`src/rtl/i2da_pkg.sv`:
```
// ----------------------------------------------------------------------------
// i2da_pkg
// Shared constants and helpers for the integer to decimal text converter.
// ----------------------------------------------------------------------------
package i2da_pkg;

	// default width of the input value
	localparam int VALUE_BITS_DEF = 32;

	// ascii codes
	localparam logic [7:0] CHAR_MINUS = 8'd45;
	localparam logic [7:0] CHAR_ZERO  = 8'd48;

	// largest decimal digit
	localparam logic [3:0] DIGIT_MAX = 4'd9;

	// digits needed for a magnitude of up to 2**(bits-1), log10(2) ~ 0.30103
	function automatic int digits_for(input int bits);
		return ((bits - 1) * 30103) / 100000 + 1;
	endfunction

	// double-dabble correction of one bcd digit before the shift
	function automatic logic [3:0] bcd_adjust(input logic [3:0] d);
		return (d >= 4'd5) ? d + 4'd3 : d;
	endfunction

endpackage

```
`src/rtl/integer_to_decimal_ascii.sv`:
```
// ----------------------------------------------------------------------------
// integer_to_decimal_ascii
// Converts a signed two's complement value to its decimal ascii text, sent
// one character per output word, with last set on the final character.
// ----------------------------------------------------------------------------
// One value is taken at a time. After acceptance it passes through a
// shift-and-add-3 (double-dabble) binary to bcd converter that moves one bit
// per cycle, then a scan that drops leading zero digits one per cycle and
// finds the first significant digit, then a minus sign for a negative value,
// then the real digits, sent one per cycle while the output is not stalled.
// The next value is accepted the cycle after the final character has been
// loaded into the output register.
module integer_to_decimal_ascii #(
	parameter int VALUE_BITS = i2da_pkg::VALUE_BITS_DEF
) (
	input  logic                  clk,
	input  logic                  arst_n,
	input  logic                  in_valid,
	output logic                  in_stall,
	input  logic [VALUE_BITS-1:0] value,
	output logic                  out_valid,
	input  logic                  out_stall,
	output logic [7:0]            character,
	output logic                  last
);

	localparam int DIGITS   = i2da_pkg::digits_for(VALUE_BITS);
	localparam int BCD_BITS = DIGITS * 4;
	localparam int CW       = $clog2(VALUE_BITS);
	localparam int DW       = $clog2(DIGITS + 1);

	localparam logic [2:0] ST_IDLE = 3'd0;
	localparam logic [2:0] ST_CONV = 3'd1;
	localparam logic [2:0] ST_SKIP = 3'd2;
	localparam logic [2:0] ST_SIGN = 3'd3;
	localparam logic [2:0] ST_EMIT = 3'd4;

	logic [2:0]            state_q;
	logic [VALUE_BITS-1:0] bin_q;
	logic [BCD_BITS-1:0]   bcd_q;
	logic [BCD_BITS-1:0]   bcd_adj;
	logic [CW-1:0]         bit_cnt_q;
	logic [DW-1:0]         dig_cnt_q;
	logic                  neg_q;
	logic                  out_valid_q;
	logic [7:0]            char_q;
	logic                  last_q;
	logic                  in_take;
	logic                  slot_free;
	logic                  out_load;
	logic [3:0]            top_digit;

	assign in_stall  = (state_q != ST_IDLE);
	assign in_take   = in_valid && !in_stall;
	assign slot_free = !out_valid_q || !out_stall;
	assign out_load  = slot_free && (state_q == ST_SIGN || state_q == ST_EMIT);
	assign top_digit = bcd_q[BCD_BITS-1 -: 4];

	assign out_valid = out_valid_q;
	assign character = char_q;
	assign last      = last_q;

	// add-3 correction on every bcd digit
	always_comb begin
		for (int i = 0; i < DIGITS; i++) begin
			bcd_adj[i*4 +: 4] = i2da_pkg::bcd_adjust(bcd_q[i*4 +: 4]);
		end
	end

	// control sequencer
	always_ff @(posedge clk or negedge arst_n) begin
		if (!arst_n) begin
			state_q     <= ST_IDLE;
			bit_cnt_q   <= '0;
			dig_cnt_q   <= '0;
			neg_q       <= 1'b0;
			out_valid_q <= 1'b0;
		end else begin
			// output word register: load a new word or hand the old one off
			if (out_load) begin
				out_valid_q <= 1'b1;
			end else if (!out_stall) begin
				out_valid_q <= 1'b0;
			end
			unique case (state_q)
				ST_IDLE: begin
					if (in_take) begin
						neg_q     <= value[VALUE_BITS-1];
						bit_cnt_q <= '0;
						state_q   <= ST_CONV;
					end
				end
				ST_CONV: begin
					bit_cnt_q <= bit_cnt_q + 1'b1;
					if (bit_cnt_q == CW'(VALUE_BITS - 1)) begin
						dig_cnt_q <= DW'(DIGITS);
						state_q   <= ST_SKIP;
					end
				end
				ST_SKIP: begin
					if (top_digit == 4'd0 && dig_cnt_q > DW'(1)) begin
						dig_cnt_q <= dig_cnt_q - 1'b1;
					end else begin
						state_q <= neg_q ? ST_SIGN : ST_EMIT;
					end
				end
				ST_SIGN: begin
					if (slot_free) begin
						state_q <= ST_EMIT;
					end
				end
				ST_EMIT: begin
					if (slot_free) begin
						dig_cnt_q <= dig_cnt_q - 1'b1;
						if (dig_cnt_q == DW'(1)) begin
							state_q <= ST_IDLE;
						end
					end
				end
				default: begin
					state_q <= ST_IDLE;
				end
			endcase
		end
	end

	// datapath: magnitude shifter, bcd shifter and output word
	always_ff @(posedge clk) begin
		case (state_q)
			ST_IDLE: begin
				if (in_take) begin
					bin_q <= value[VALUE_BITS-1] ? (~value + 1'b1) : value;
					bcd_q <= '0;
				end
			end
			ST_CONV: begin
				bcd_q <= {bcd_adj[BCD_BITS-2:0], bin_q[VALUE_BITS-1]};
				bin_q <= {bin_q[VALUE_BITS-2:0], 1'b0};
			end
			ST_SKIP: begin
				if (top_digit == 4'd0 && dig_cnt_q > DW'(1)) begin
					bcd_q <= {bcd_q[BCD_BITS-5:0], 4'd0};
				end
			end
			ST_SIGN: begin
				if (slot_free) begin
					char_q <= i2da_pkg::CHAR_MINUS;
					last_q <= 1'b0;
				end
			end
			ST_EMIT: begin
				if (slot_free) begin
					char_q <= i2da_pkg::CHAR_ZERO + {4'd0, top_digit};
					last_q <= (dig_cnt_q == DW'(1));
					bcd_q  <= {bcd_q[BCD_BITS-5:0], 4'd0};
				end
			end
			default: begin
			end
		endcase
	end

	// accepted value always enters conversion
	a_take_conv: assert property (@(posedge clk) disable iff (!arst_n)
		in_take |=> state_q == ST_CONV)
		else $error("accepted value did not start conversion");

	// conversion ends after exactly VALUE_BITS shifts
	a_conv_done: assert property (@(posedge clk) disable iff (!arst_n)
		(state_q == ST_CONV && bit_cnt_q == CW'(VALUE_BITS - 1)) |=> state_q == ST_SKIP)
		else $error("conversion did not hand over to digit scan");

	// output word is a minus sign or a decimal digit
	a_char_legal: assert property (@(posedge clk) disable iff (!arst_n)
		out_valid |-> (character == i2da_pkg::CHAR_MINUS && !last) ||
			(character >= i2da_pkg::CHAR_ZERO &&
			 character <= i2da_pkg::CHAR_ZERO + {4'd0, i2da_pkg::DIGIT_MAX}))
		else $error("illegal character on output");

endmodule

```
`config.mk`:
```
export PLATFORM = sky130hd
export DESIGN_NAME = integer_to_decimal_ascii
export DESIGN_NICKNAME = d
export VERILOG_FILES = /design/src/rtl/i2da_pkg.sv /design/src/rtl/integer_to_decimal_ascii.sv
export SDC_FILE = /design/constraint.sdc
export NUM_CORES = 1
export LEC_CHECK = 0
export BUFFER_PORTS_ARGS = -buffer_cell sky130_fd_sc_hd__buf_4
export CORE_ASPECT_RATIO = 1.25
export CORE_UTILIZATION = 53
export CTS_CLUSTER_DIAMETER = 100
export CTS_CLUSTER_SIZE = 28
export DETAILED_ROUTE_END_ITERATION = 8
export PLACE_DENSITY = 0.72
export SLEW_MARGIN = 20
export SYNTH_ARGS = -nofsm -noshare
export SYNTH_HDL_FRONTEND = slang
export SYNTH_SLANG_ARGS = --single-unit
```
`constraint.sdc`:
```
create_clock -name clk -period 3.1 [get_ports clk]
set_input_delay 0.465 -clock clk [delete_from_list [all_inputs] [get_ports clk]]
set_output_delay 0.465 -clock clk [all_outputs]
set_load 0.02 [all_outputs]
```
==> impl_metrics.prom <==
# TYPE chip_impl_metric gauge
chip_impl_info{name="hold_class",value="in2reg"} 1
chip_impl_metric{name="via_density_per_instance",unit=""} 5.804
chip_impl_metric{name="power-per-cell-area",unit="nW/um2"} 1037
chip_impl_info{name="yosysTopAreaCell",value="sky130_fd_sc_hd__edfxtp_1"} 1
chip_impl_metric{name="synth_enable_flop_cells",unit=""} 78
chip_impl_metric{name="wl_per_cell",unit="um"} 15.30
chip_impl_metric{name="num_vias",unit=""} 4225
chip_impl_metric{name="layout.cell_area.non_filler",unit="um2"} 6434
chip_impl_metric{name="fin_util",unit="%"} 62.71
chip_impl_metric{name="layout_worst_path_cycle_share",unit="%"} 75.53
chip_impl_metric{name="synth_seq_area_share",unit="%"} 47.32
chip_impl_metric{name="timing.critical_path.fanout_max",unit=""} 7
chip_impl_info{name="tritoncts",value="built"} 1
chip_impl_metric{name="worst_slew_margin_rel",unit="%"} 54.23
chip_impl_info{name="crit_path_start_kind",value="primary input"} 1
chip_impl_info{name="cp_top_family",value="simple AND/OR/NAND/NOR gates"} 1
chip_impl_metric{name="grt_pass1_vias",unit=""} 4148
chip_impl_metric{name="slew_violations",unit=""} 0
chip_impl_metric{name="power.sequential.fraction",unit="%"} 41.2
chip_impl_info{name="hold_critical_path_endpoint",value="out_valid$_DFFE_PN0P_"} 1
chip_impl_metric{name="setup_violations_final",unit=""} 0
chip_impl_metric{name="netSwitchingFraction",unit="%"} 38.68
chip_impl_metric{name="synthesis.instances",unit=""} 560
chip_impl_metric{name="worst_margin_pin_slew",unit="ns"} 0.6803
chip_impl_metric{name="initial_core_util",unit="%"} 55.46
chip_impl_metric{name="whs_path_depth",unit=""} 3
chip_impl_metric{name="synth_warnings",unit=""} 0
chip_impl_info{name="run_status",value="finished, final reports clean"} 1
chip_impl_info{name="ctsRootBufferMaster",value="sky130_fd_sc_hd__clkbuf_16"} 1
chip_impl_metric{name="area_fraction_of_the_dominant_cell_type_after_synthesis",unit="%"} 41.16
chip_impl_metric{name="switchingPower",unit="mW"} 2.582
chip_impl_metric{name="final_antenna_net_count",unit=""} 0
chip_impl_metric{name="port_buffer_cells",unit=""} 43
chip_impl_metric{name="post-dp-hpwl",unit="um"} 7875
chip_impl_metric{name="grt_overflow",unit=""} 0
chip_impl_info{name="criticalPathCategory",value="in2reg"} 1
chip_impl_metric{name="place.gp.congestion",unit=""} 0.8266
chip_impl_metric{name="flow.area_growth_from_synthesis",unit="%"} 13.06
chip_impl_metric{name="dieHeight",unit="um"} 117.9
chip_impl_metric{name="power_leakage",unit="nW"} 2.425
chip_impl_metric{name="cp.buffers_inverters",unit=""} 1
chip_impl_metric{name="cts.htree.levels",unit=""} 3
chip_impl_metric{name="ys_types",unit=""} 60
chip_impl_metric{name="cp_data_required_time",unit="ns"} 3.16
chip_impl_metric{name="std_cell_rows",unit=""} 41
chip_impl_metric{name="hold-worst-slack",unit="ns"} 0.3911
chip_impl_metric{name="fmax",unit="GHz"} 0.4271
chip_impl_metric{name="maximum_count_of_clock_buffers_along_a_single_path",unit=""} 2
chip_impl_metric{name="path_clk_slew",unit="ns"} 0.07
chip_impl_metric{name="fin_nets",unit=""} 655
chip_impl_info{name="synth_area_leaders",value="sky130_fd_sc_hd__edfxtp_1, sky130_fd_sc_hd__dfrtp_1, sky130_fd_sc_hd__ha_1"} 1
chip_impl_metric{name="postSynthRegisterBits",unit=""} 92
chip_impl_metric{name="crit_path_max_incr_delay",unit="ns"} 0.61
chip_impl_metric{name="post_synthesis_cell_area",unit="um2"} 5690
chip_impl_metric{name="die_area",unit="um2"} 11160
chip_impl_metric{name="clock_buffers_created_by_tritoncts",unit=""} 9
chip_impl_metric{name="finalClockSkew",unit="ns"} 0.007204
chip_impl_metric{name="global_route.usage.total",unit="%"} 21.17
chip_impl_metric{name="dpl_cell_area",unit="um2"} 6095
chip_impl_metric{name="wirelength",unit="um"} 11140
chip_impl_info{name="worst_r2r_endpoint",value="dig_cnt_q[3]$_DFFE_PN0P_"} 1
chip_impl_info{name="cpMaxStageDelayCell",value="sky130_fd_sc_hd__nor4_1"} 1
chip_impl_info{name="rr_startpoint",value="bit_cnt_q[0]$_DFFE_PN0P_"} 1
chip_impl_metric{name="ir_drop",unit="mV"} 0.4502
chip_impl_metric{name="core_region_area",unit="um2"} 10260
chip_impl_metric{name="initial_antenna_violation_count",unit=""} 0
chip_impl_info{name="hp-start",value="out_stall"} 1
chip_impl_info{name="element_type_at_the_critical_path_end",value="register"} 1
chip_impl_metric{name="ioPinCount",unit=""} 47
chip_impl_metric{name="power.total",unit="mW"} 6.674
chip_impl_metric{name="worst_r2r_path_depth",unit=""} 8
chip_impl_metric{name="hold_violations",unit=""} 0
chip_impl_metric{name="max_cap_violations",unit=""} 0
chip_impl_metric{name="numClockSinks",unit=""} 92
chip_impl_info{name="timing.critical_path.cells",value="buf_4 > nor4_1 > nand4_1 > o41ai_2 > xor2_1 > a21oi_1"} 1
chip_impl_metric{name="postCtsResizedCells",unit=""} 0
chip_impl_metric{name="internal-power",unit="mW"} 4.093
chip_impl_metric{name="share_clk_of_total_power",unit="%"} 17.7
chip_impl_info{name="postSynth.topFlopCell",value="sky130_fd_sc_hd__edfxtp_1"} 1
chip_impl_metric{name="syn_avg_cell_area",unit="um2"} 10.16
chip_impl_info{name="grt_setup_unrepaired",value="false"} 1
chip_impl_metric{name="p_comb_share",unit="%"} 41.1
chip_impl_metric{name="drive_gt1_share",unit="%"} 15.53
chip_impl_metric{name="drtIter0Drc",unit=""} 254
chip_impl_metric{name="worstPathArrival",unit="ns"} 2.40
chip_impl_metric{name="rrSetupSlack",unit="ns"} 0.77
chip_impl_metric{name="drt_first_pass_iters",unit=""} 4
chip_impl_metric{name="drc_violations",unit=""} 0
chip_impl_metric{name="async_flop_share",unit="%"} 15.22
chip_impl_metric{name="fin_setup_tns",unit="ns"} 0
chip_impl_metric{name="worstSkewPairLatency",unit="ns"} 0.34
chip_impl_metric{name="cts_setup_buffers",unit=""} 0
chip_impl_metric{name="grt_start_max_net_pins",unit=""} 53
chip_impl_metric{name="period_needed",unit="ns"} 2.342
chip_impl_metric{name="fp.dieW",unit="um"} 94.68
chip_impl_metric{name="grt_pass1_wl",unit="um"} 18910
chip_impl_metric{name="diodes_inserted",unit=""} 0
## area by class of cell
type	count	area, um2
Timing Repair Buffer	51	385.4
Multi-Input combinational cell	411	2756
Tap cell	129	161.4
Clock buffer	11	275.3
Clock inverter	5	53.80
Inverter	29	108.9
Sequential cell	92	2693
Fill cell	886	3826
## power by group through the flow
stage	clock network [mW]	logic, mW	registers, mW
after floorplan	0	2.10	2.66
after global placement	0	2.65	2.73
after detailed placement	0	2.77	2.76
after CTS	1.20	2.78	2.75
after global routing	1.25	3.11	2.84
final	1.18	2.75	2.75
## registers in the layout, indices dropped and copies added, names as in the netlist
| signal | count |
|---|---|
| bcd_q | 40 |
| state_q | 3 |
| neg_q | 1 |
| dig_cnt_q | 4 |
| last | 1 |
| character | 5 |
| bit_cnt_q | 5 |
| out_valid | 1 |
| bin_q | 32 |
## metal layers
layer	global-route usage (%)	vias up	wire [um]
met5	0	-	0
li1	-	2115	-
met4	6.629	0	166
met1	26.30	1999	4863
met2	36.96	95	5759
met3	3.359	16	347
## synth_stat cells, drive strengths merged (3+ instances only)
cell	number
xnor2	12
inv	29
nor3b	18
a22o	11
o31ai	12
or3	6
nand4	3
o41ai	13
clkbuf	18
nand2	56
nor2b	6
a22oi	4
or2	4
or3b	3
o32ai	4
nand2b	15
ha	25
a21oi	41
o21ai	61
edfxtp	78
or4	6
xor2	31
dfrtp	14
o22ai	10
mux2	3
buf	11
nor3	6
nor2	31
and2	4
## worst max-delay path by stage
stage	startpoint	endpoint	slack, ns	cells past startpoint
final	value[18]	bin_q[27]$_DFFE_PP_	0.76	6
after global routing	bit_cnt_q[0]$_DFFE_PN0P_	dig_cnt_q[3]$_DFFE_PN0P_	0.64	8
after CTS	value[18]	bin_q[27]$_DFFE_PP_	0.78	6
after detailed placement	value[18]	bin_q[27]$_DFFE_PP_	0.41	6
after global placement	value[18]	bin_q[27]$_DFFE_PP_	0.52	6
after floorplan	state_q[2]$_DFFE_PN0P_	bcd_q[0]$_DFFE_PP_	0.59	3
## cells in the final DEF, fill, tap and decap left out, drive strengths merged, types with 2 or more instances in the layout
cell type	instances
nand4	3
or2	4
buf	50
o22ai	10
o211ai	2
nand4b	2
clkinv	2
xor2	31
nor3b	18
nor4	2
a21oi	41
dfrtp	14
a22o	11
a22oi	4
nand2	56
inv	30
and3	2
ha	25
conb	3
o21ai	61
o32ai	4
or3b	3
and2	4
nor3	6
or4	6
or3	6
edfxtp	78
o41ai	13
nor2b	6
o31ai	12
nor2	31
clkbuf	11
xnor2	12
mux2	3
nand3	2
nand2b	15
## worst register-to-register path, stage by stage (launching register included)
cell and delay (ns):
sky130_fd_sc_hd__dfrtp_1 0.41, sky130_fd_sc_hd__ha_1 0.24, sky130_fd_sc_hd__and3_1 0.19, sky130_fd_sc_hd__ha_1 0.18, sky130_fd_sc_hd__or3b_2 0.43, sky130_fd_sc_hd__a21oi_1 0.18
sky130_fd_sc_hd__a21oi_1 0.10, sky130_fd_sc_hd__a21boi_0 0.22, sky130_fd_sc_hd__o22a_1 0.27
## per-stage QoR
step | instances | setup slack (ns)
finish | 728 | 0.7585
global route | 728 | 0.6375
CTS | 728 | 0.7775
detailed placement | 711 | 0.4120
global placement | 711 | 0.5180
floorplan | 561 | 0.5906
## what timing repair did
item / 4_1_cts / 5_1_grt
hold buffers: 1 / 0
setup endpoints to repair: 0 / 0
endpoints found under the hold margin: 14 / 0
## logic make-up (layout without fill, tap and decap cells)
kind of cell,after synthesis,in the layout,share of synthesized area (%)
xor+xnor,43,43,6.618
mux,4,4,0.7695
compound gates,168,168,19.50
other cells,2,3,0.1320
buf+inv,58,96,4.441
fa+ha+maj,25,25,5.497
simple gates,168,168,15.72
flops,92,92,47.32
(Power assumes the default switching activity.)
